File: src/qalu_pkg.sv
// Shared types, operation codes and helpers for the quaternion ALU.
package qalu_pkg;

    localparam logic [1:0] OP_ADD = 2'd0;
    localparam logic [1:0] OP_SUB = 2'd1;
    localparam logic [1:0] OP_MUL = 2'd2;
    localparam logic [1:0] OP_DIV = 2'd3;

    // quotient bits produced by the divider, one per step
    localparam int QB    = 33;
    // partial remainder and numerator magnitude width
    localparam int REM_W = 66;
    // sum of squares of b
    localparam int DEN_W = 65;

    // b component used by product i of result row k
    localparam logic [1:0] MUL_B [4][4] = '{
        '{2'd0, 2'd1, 2'd2, 2'd3},
        '{2'd1, 2'd0, 2'd3, 2'd2},
        '{2'd2, 2'd3, 2'd0, 2'd1},
        '{2'd3, 2'd2, 2'd1, 2'd0}
    };
    // bit i set: product i of row k is subtracted
    localparam logic [3:0] MUL_NEG [4] = '{4'b1110, 4'b1000, 4'b0010, 4'b0100};
    localparam logic [3:0] DIV_NEG [4] = '{4'b0000, 4'b0101, 4'b1001, 4'b0011};

    typedef struct packed {
        logic [1:0]         req_type;
        logic signed [31:0] a_w;
        logic signed [31:0] a_x;
        logic signed [31:0] a_y;
        logic signed [31:0] a_z;
        logic signed [31:0] b_w;
        logic signed [31:0] b_x;
        logic signed [31:0] b_y;
        logic signed [31:0] b_z;
    } req_t;

    typedef struct packed {
        logic signed [31:0] res_w;
        logic signed [31:0] res_x;
        logic signed [31:0] res_y;
        logic signed [31:0] res_z;
        logic               overflow;
        logic               divide_by_zero;
    } rsp_t;

    // item moving through the divider steps
    typedef struct packed {
        logic                       is_div;
        logic                       dz;
        logic [3:0]                 neg;
        logic [3:0]                 hi;
        logic [3:0][REM_W-1:0]      rem;
        logic [3:0][QB-1:0]         low;
        logic [DEN_W-1:0]           den;
        logic [3:0][31:0]           res;
        logic                       ovf;
    } div_item_t;

    typedef struct packed {
        logic [31:0] val;
        logic        ovf;
    } sat_t;

    function automatic sat_t sat66(input logic signed [REM_W-1:0] v,
                                   input int unsigned satw);
        logic signed [REM_W-1:0] hi_lim;
        logic signed [REM_W-1:0] lo_lim;
        sat_t r;
        hi_lim = (66'sd1 <<< (satw - 1)) - 66'sd1;
        lo_lim = -hi_lim - 66'sd1;
        if (v > hi_lim)
        begin
            r.val = hi_lim[31:0];
            r.ovf = 1'b1;
        end
        else if (v < lo_lim)
        begin
            r.val = lo_lim[31:0];
            r.ovf = 1'b1;
        end
        else
        begin
            r.val = v[31:0];
            r.ovf = 1'b0;
        end
        return r;
    endfunction

endpackage

File: src/qalu_div_step.sv
// One restoring-division step for four quotient lanes, with its own pipeline register.
module qalu_div_step (
    input  logic                clk,
    input  logic                rst_n,
    input  logic                up_valid,
    output logic                up_ready,
    input  qalu_pkg::div_item_t up,
    output logic                dn_valid,
    input  logic                dn_ready,
    output qalu_pkg::div_item_t dn
);

    logic                valid_reg;
    qalu_pkg::div_item_t item_reg;
    qalu_pkg::div_item_t item_next;

    assign up_ready = !valid_reg || dn_ready;
    assign dn_valid = valid_reg;
    assign dn       = item_reg;

    always_comb
    begin
        logic [qalu_pkg::REM_W-1:0] r2;
        logic [qalu_pkg::REM_W-1:0] d;
        logic                       qbit;
        item_next = up;
        d = {1'b0, up.den};
        for (int k = 0; k < 4; k++)
        begin
            r2   = {up.rem[k][qalu_pkg::REM_W-2:0], up.low[k][qalu_pkg::QB-1]};
            qbit = (r2 >= d);
            item_next.rem[k] = qbit ? (r2 - d) : r2;
            item_next.low[k] = {up.low[k][qalu_pkg::QB-2:0], qbit};
        end
    end

    always_ff @(posedge clk or negedge rst_n)
    begin
        if (!rst_n)
        begin
            valid_reg <= 1'b0;
        end
        else if (up_ready)
        begin
            valid_reg <= up_valid;
        end
    end

    always_ff @(posedge clk)
    begin
        if (up_ready && up_valid)
        begin
            item_reg <= item_next;
        end
    end

endmodule

File: config.mk
export PLATFORM = sky130hd
export DESIGN_NAME = qalu_div_step
export DESIGN_NICKNAME = d
export VERILOG_FILES = /design/src/qalu_pkg.sv /design/src/qalu_div_step.sv
export SDC_FILE = /design/constraint.sdc
export NUM_CORES = 1
export LEC_CHECK = 0
export ABC_AREA = 1
export BUFFER_PORTS_ARGS = -buffer_cell sky130_fd_sc_hd__buf_2
export CORE_AREA = 2 2 473 475
export CTS_CLUSTER_SIZE = 8
export DETAILED_ROUTE_END_ITERATION = 12
export DIE_AREA = 0 0 475 477
export PLACE_DENSITY = 0.42
export REMOVE_ABC_BUFFERS = 1
export SLEW_MARGIN = 20
export SYNTH_ARGS = -nofsm -noshare
export SYNTH_HDL_FRONTEND = slang
export SYNTH_SLANG_ARGS = --single-unit
File: constraint.sdc
create_clock -name clk -period 34.7 [get_ports clk]
set_input_delay 3.47 -clock clk [delete_from_list [all_inputs] [get_ports clk]]
set_output_delay 3.47 -clock clk [all_outputs]
set_load 0.005 [all_outputs]
Word-level counts from Yosys, hierarchy flattened
Index checks and enable logic that the tools add are counted.
{"block": "word_totals", "reg_bits": 601, "in_bits": 604, "out_inout_bits": 602, "wordCells": 34}
{"block": "op_classes", "addsub": 4, "n_lt_le_gt_ge": 4, "n_mux": 4, "n_reduce_logical": 3}
{"cell": "$ge A66 B65 Y1", "count": 4}
{"cell": "$mux W66", "count": 4}
{"cell": "$sub A66 B65 Y66", "count": 4}
{"cell": "$logic_and A1 B1 Y1", "count": 1}
{"cell": "$logic_not A1 Y1", "count": 1}
{"cell": "$logic_or A1 B1 Y1", "count": 1}

Depth between registers and ports, before layout
Gate-level depths: netlist of run 1.
{"block": "depth", "depth_word": 3, "ltp_mapped": 19, "ltp_nobuf": 18}

Worst setup path before layout of run 1
Ideal clock, no wire load.
{"block": "synth_path", "path_type": "input to register", "startpoint": "input port up_valid", "endpoint": "register item_reg, in the netlist dn[0], enable pin", "t_arrival_ps": 32216, "path_slack_ps": 720, "stages": 2, "n_path_buf": 0, "path_cell_list": "inv_1 -> a21oi_1"}
{"block": "synth_between", "elab_chain_len": 1}
{"element": "start: declaration", "line": "qalu_div_step.sv:5", "source": "input logic up_valid,"}
{"element": "$logic_and A1 B1 Y1", "line": "qalu_div_step.sv:51", "source": "if (up_ready && up_valid)"}
{"element": "end signal: assignment", "line": "qalu_div_step.sv:53", "source": "item_reg <= item_next;"}
{"element": "end: declaration", "line": "qalu_div_step.sv:14", "source": "qalu_pkg::div_item_t item_reg;"}
No other way between the ends.
A chain may end at the register's enable or synchronous reset.

Worst setup path after layout of run 1
{"block": "layout_path", "startpoint": "input port dn_ready", "endpoint": "register item_reg, in the netlist dn[370], enable pin"}
{"block": "layout_between", "elab_chain_len": 2}
{"element": "start: declaration", "line": "qalu_div_step.sv:9", "source": "input logic dn_ready,"}
{"element": "$logic_or A1 B1 Y1", "line": "qalu_div_step.sv:17", "source": "assign up_ready = !valid_reg || dn_ready;"}
{"element": "$logic_and A1 B1 Y1", "line": "qalu_div_step.sv:51"}
No other way between the ends.

==> metrics.cfg, run 1 <==
[run_status]
status = complete, no violations

[sta]
hold_viol = 0
post-route-period-util = 0.230
whs_ns = 0.604
fmax_ghz = 0.126
worst_pin_slew_ns = 1.11
fin_setup_tns_ns = 0
drv_slew = 0
fin_crit_ns = 7.97
setup_ws_ns = 26.73
fin_worst_skew_ns = 0.0623
rsz0062_at_grt = no
setup_viol = 0
max-slew-margin-rel = 0.255

[logic_synthesis]
syn_area_um2 = 45500
ys_seq_area_frac = 0.397
synth_warnings = 0
syn_area_per_cell_um2 = 6.81
synth_edf_count = 600
ys.flop_type = edfxtp_1
syn-instance-count = 6680
synth_area_leaders = edfxtp_1, nand2_1, inv_1
synth-seq-cells = 601
ys_async_sr_fraction = 0.00166
synth_cell_type_count = 35
synth_top_area_share = 0.396
yosys.area.top_type = edfxtp_1

[worst_setup_path]
r2r_slack_ns = 29.19
cp.arrival_ns = 8.30
worstPathMaxFanout = 71
reg2reg_from = dn_valid
r2r_cells = 6
endpoint_kind = register
critPathKind = input pin to register
crit_required_ns = 35.03
worstReg2RegEnd = dn[370]
start_kind = input pin

[place]
place_ws_ns = 26.01
finalWeightedCongestion = 0.969
hpwlAfterDp_um = 254000
port_buffers = 1201

[die]
rows = 173
die_area_um2 = 227000
core_um2 = 221000
start_util = 0.205
die_h_um = 477
num_io_pins = 1206
die_w_um = 475

[clock_tree]
htree_levels = 3
cts_tree = yes
clk_latency_ns = 0.74
cts_resized = 0
cts_buffer_depth = 3
tritoncts.num_buffers = 89
cts_root_buffer = clkbuf_16
cts_setup_buffers = 0
clock_sinks = 601
cts_hold_buf = 0
clk_pin_slew_ns = 0.06

[global_route]
grt_pass1_vias = 45800
track_usage = 0.252
grt_remaining_overflow = 0
grt_pass1_wl_um = 386000
grt_max_degree = 142
antenna_found_initial = 202

[routing]
drc = 0
via_count = 48100
final_antenna_net_count = 0
drt-pass1-iter-count = 6
wl_per_cell_um = 27.0
post_drt_via_cell_ratio = 4.35
drt-total-wl_um = 298000
drtIter0Drc = 3866

[power]
power_w = 0.00247
powerDensity_nw_per_um2 = 42.6
leakage_nw = 31.0
ir_worst_vdd_mv = 0.0316

[layout]
final_util = 0.261
fill_cells = 25300
drive_above_1_share = 0.177
syn_to_final_growth_pct = 27.1
final_nets = 8840

[job]
cap_violations = 0

[hold_path]
hold_path.class = register to register
min_path_cells = 2
min_to = dn_valid
min_from = dn_valid

placed cells by master, fill, tap and decap left out, types with 2 or more instances in the layout:
| cell type | n |
|---|---|
| nand2_2 | 4 |
| fa_1 | 4 |
| and3_1 | 2 |
| inv_1 | 1238 |
| clkbuf_16 | 89 |
| o21ai_1 | 3 |
| diode_2 | 65 |
| clkbuf_1 | 14 |
| clkinv_2 | 6 |
| inv_2 | 13 |
| buf_4 | 55 |
| nor2_4 | 5 |
| nand4_1 | 28 |
| xor2_1 | 145 |
| or2_2 | 4 |
| buf_2 | 1201 |
| nor4_1 | 4 |
| ha_1 | 260 |
| clkinv_16 | 3 |
| nor3_2 | 3 |
| o21ai_0 | 56 |
| nand3b_1 | 23 |
| inv_6 | 2 |
| nand2_1 | 3105 |
| a21oi_1 | 223 |
| nand4_2 | 2 |
| edfxtp_1 | 600 |
| clkinv_1 | 2 |
| o21bai_1 | 35 |
| xnor2_1 | 7 |
| nor2_2 | 19 |
| clkinvlp_4 | 2 |
| nor2_1 | 532 |
| inv_16 | 2 |
| o21a_1 | 3 |
| and2_1 | 8 |
| nor3_1 | 41 |
| a21oi_2 | 7 |
| nand3_1 | 245 |
logic make-up after synthesis:
kind of cell	synth area share
AO/OA/AOI/OAI	0.0389
XOR/XNOR	0.0293
adder cells (fa/ha/maj)	0.0733
buffers and inverters	0.115
flip-flops	0.397
AND/OR/NAND/NOR	0.347
cell usage after synthesis (all sizes together) (2+ instances only):
master / number
nand2: 3109
inv: 1251
edfxtp: 600
nor2: 556
ha: 260
nand3: 245
a21oi: 231
xor2: 145
o21ai: 59
buf: 55
nor3: 44
o21bai: 35
nand4: 30
nand3b: 23
and2: 8
xnor2: 7
fa: 4
nor4: 4
or2: 4
o21a: 3
and3: 2
state kept, by name, indices dropped and copies added (netlist names):
signal,count
dn,600
dn_valid,1
report_power, final:
group | switching (W) | leakage, nW | internal, W
logic | 0.000520 | 24.0 | 0.000217
registers | 0.0000213 | 5.75 | 0.000881
clock network | 0.000356 | 1.22 | 0.000470
worst max-delay path by stage:
stage,slack (ns),endpoint,from,depth (start not counted)
final,26.73,dn[370],dn_ready,8
after CTS,26.81,dn[370],dn_ready,8
after global routing,26.39,dn[365],dn_ready,8
after detailed placement,26.01,dn[194],dn_ready,8
after global placement,26.06,dn[194],dn_ready,8
after floorplan,0.72,dn[0],up_valid,2
worst max-delay path: stages:
cell and delay, ns:
buf_2 0.08, inv_1 0.08, a21oi_4 0.68, buf_4 0.85, buf_4 0.67, buf_4 0.63
buf_4 0.69, buf_4 0.84
metal layers:
layer  global-route usage  share of wire
met5                    0        0.00042
met2                0.451           0.50
met4                0.173          0.077
met1                0.268           0.36
met3               0.0452          0.065
cell type report:
class,count,area (um2),share of cell area
Antenna cell,65,163,0.00281
Sequential cell,601,18000,0.312
Timing Repair Buffer,1257,6440,0.111
Clock inverter,18,230,0.00398
Tap cell,2975,3720,0.0644
Clock buffer,103,2280,0.0394
Inverter,1251,4700,0.0812
Multi-Input combinational cell,4772,22300,0.385
per-stage QoR:
stage / instances / area [um2]
after detailed placement: 10900 / 55200
after CTS: 11000 / 57700
final: 11000 / 57800
after global placement: 10900 / 55200
after global routing: 11000 / 57800
after floorplan: 6624 / 45000
(Power assumes the default switching activity.)
==> run 2, diff against run 1 <==
- clock period: 34.7 -> 7.96 ns (I/O delays scaled with it)
==> run 2 against run 1 <==
Against the previous run:
- global-route usage increased by 0.46 points
- register-to-register slack got worse by 24 ns
- die area unchanged
==> metrics.cfg, run 2 (synthesis results as in run 1) <==
[worst_setup_path]
worstPathMaxFanout = 46
start_kind = input pin
endpoint_kind = register
critPathBufInv = 4
cp-startpoint = up[157]
slowest_delay_ns = 0.76
cpLargestDelayFamily = simple AND/OR/NAND/NOR gates
cpMostUsedCell = nand2_1
cp_num_cells = 16
critPathSlowestCell = nand4_1
crit_chain = buf_2 -> inv_1 -> ha_1 -> nand2_1 -> inv_1 -> nand2_1 -> nand2_1 -> nand2_1 -> nand2_1 -> a21oi_2 -> nand2_1 -> nand2_1 -> nand4_1 -> buf_12 -> nand2_1 -> nand2_1
cp.arrival_ns = 4.58
critical_path.endpoint = dn[378]
reg2reg_from = dn_valid
worstReg2RegEnd = dn[383]
crit_required_ns = 8.36
r2r_cells = 3
critPathKind = input pin to register
r2r_slack_ns = 5.24

[die]
die_area_um2 = 227000
start_util = 0.205
core_um2 = 221000
rows = 173
die_h_um = 477
die_w_um = 475
num_io_pins = 1206

[sta]
worst_pin_slew_ns = 1.21
rsz0062_at_grt = no
post-route-period-util = 0.524
fin_setup_tns_ns = 0
setup_viol = 0
hold_viol = 0
fmax_ghz = 0.240
fin_worst_skew_ns = 0.0332
drv_slew = 0
fin_crit_ns = 4.17
max-slew-margin-rel = 0.186

[global_route]
met2_usage = 0.463
grt_max_degree = 114
grt.busiest_layer = met2
track_usage = 0.257
grt_remaining_overflow = 0
grt_pass1_vias = 46100
met1_usage = 0.274
grt_pass1_wl_um = 393000
use_met3 = 0.0466
antenna_found_initial = 190

[clock_tree]
cts_root_buffer = clkbuf_16
clock_sinks = 601
htree_levels = 3
cts_setup_buffers = 0
cts_resized = 0
tritoncts.num_buffers = 88
cts_tree = yes
clk_latency_ns = 0.72
clk_pin_slew_ns = 0.05
cts_buffer_depth = 3
cts_hold_buf = 1

[job]
cap_violations = 0

[place]
finalWeightedCongestion = 0.954
port_buffers = 1201
hpwlAfterDp_um = 259000
dpl_cell_area_um2 = 55200

[routing]
final_antenna_net_count = 0
drc = 0
via_count = 48000
drtIter0Drc = 3467
post_drt_via_cell_ratio = 4.33
wl_per_cell_um = 27.2
drt-total-wl_um = 302000
drt-pass1-iter-count = 8

[layout]
final_cell_mix = nand2_1, inv_1, buf_2
design_area_um2 = 58000
multiInputGateArea_um2 = 22300
fill_cells = 25300
syn_to_final_growth_pct = 27.5
drive_above_1_share = 0.177
largest_register_ffs = 600
regArea_um2 = 18000
final_nets = 8841
final_common_cell = nand2_1

[power]
ir_worst_vdd_mv = 0.151
powerDensity_nw_per_um2 = 186
leakage_nw = 31.0

[run_status]
status = complete, no violations

[hold_path]
hold_path.class = input pin to register

## run 2: changes by cell type in the layout (fill, tap and decap cells not counted)
cell,change
diode_2,+45
inv_6,-2
buf_4,-2
clkinv_2,+1
inv_16,+1
clkbuf_1,+4
clkinvlp_4,-2
buf_12,+3
dlygate4sd3_1,+1
clkinv_1,-2
## run 2: worst min path at each step
stage,slack (ns),endpoint,cells past startpoint,start
6_report,0.23,dn[121],1,up[121]
5_1_grt,0.16,dn[315],1,up[314]
4_1_cts,0.13,dn[225],1,up[224]
3_5_place_dp,0.58,dn_valid,1,rst_n
3_3_place_gp,0.57,dn_valid,2,dn_valid
2_1_floorplan,0.50,dn_valid,0,rst_n
## run 2: where the power goes
| group | switching, W | leakage, nW | internal [W] | total (W) |
|---|---|---|---|---|
| Clock | 0.00157 | 1.22 | 0.00205 | 0.00362 |
| Sequential | 0.0000935 | 5.75 | 0.00384 | 0.00393 |
| Combinational | 0.00227 | 24.0 | 0.000952 | 0.00322 |
## run 2: metrics by stage
stage | setup WS, ns | std cells | hold slack (ns) | util | power (W)
after global routing | 3.66 | 11100 | 0.163 | 0.262 | 0.0113
after global placement | 2.91 | 10900 | 0.572 | 0.249 | 0.00724
after floorplan | -23.35 | 6624 | 0.500 | - | 0.00583
after CTS | 3.76 | 11000 | 0.127 | 0.261 | 0.0109
after detailed placement | 2.98 | 10900 | 0.580 | 0.249 | 0.00723
final | 3.79 | 11100 | 0.229 | 0.262 | 0.0108
## run 2: per-layer routing
layer / share of wire / vias up
li1: - / 23200
met1: 0.36 / 22400
met2: 0.51 / 1839
met3: 0.062 / 570
met4: 0.069 / 34
met5: 0.00076 / -
## run 2: layout make-up
class | instances | area share
multi-input cells | 4772 | 0.384
diodes | 110 | 0.00475
well taps | 2975 | 0.0642
repair buffers | 1259 | 0.112
clock inverters | 14 | 0.00371
inverters | 1251 | 0.0810
clock buffers | 107 | 0.0396
flip-flops and latches | 601 | 0.311
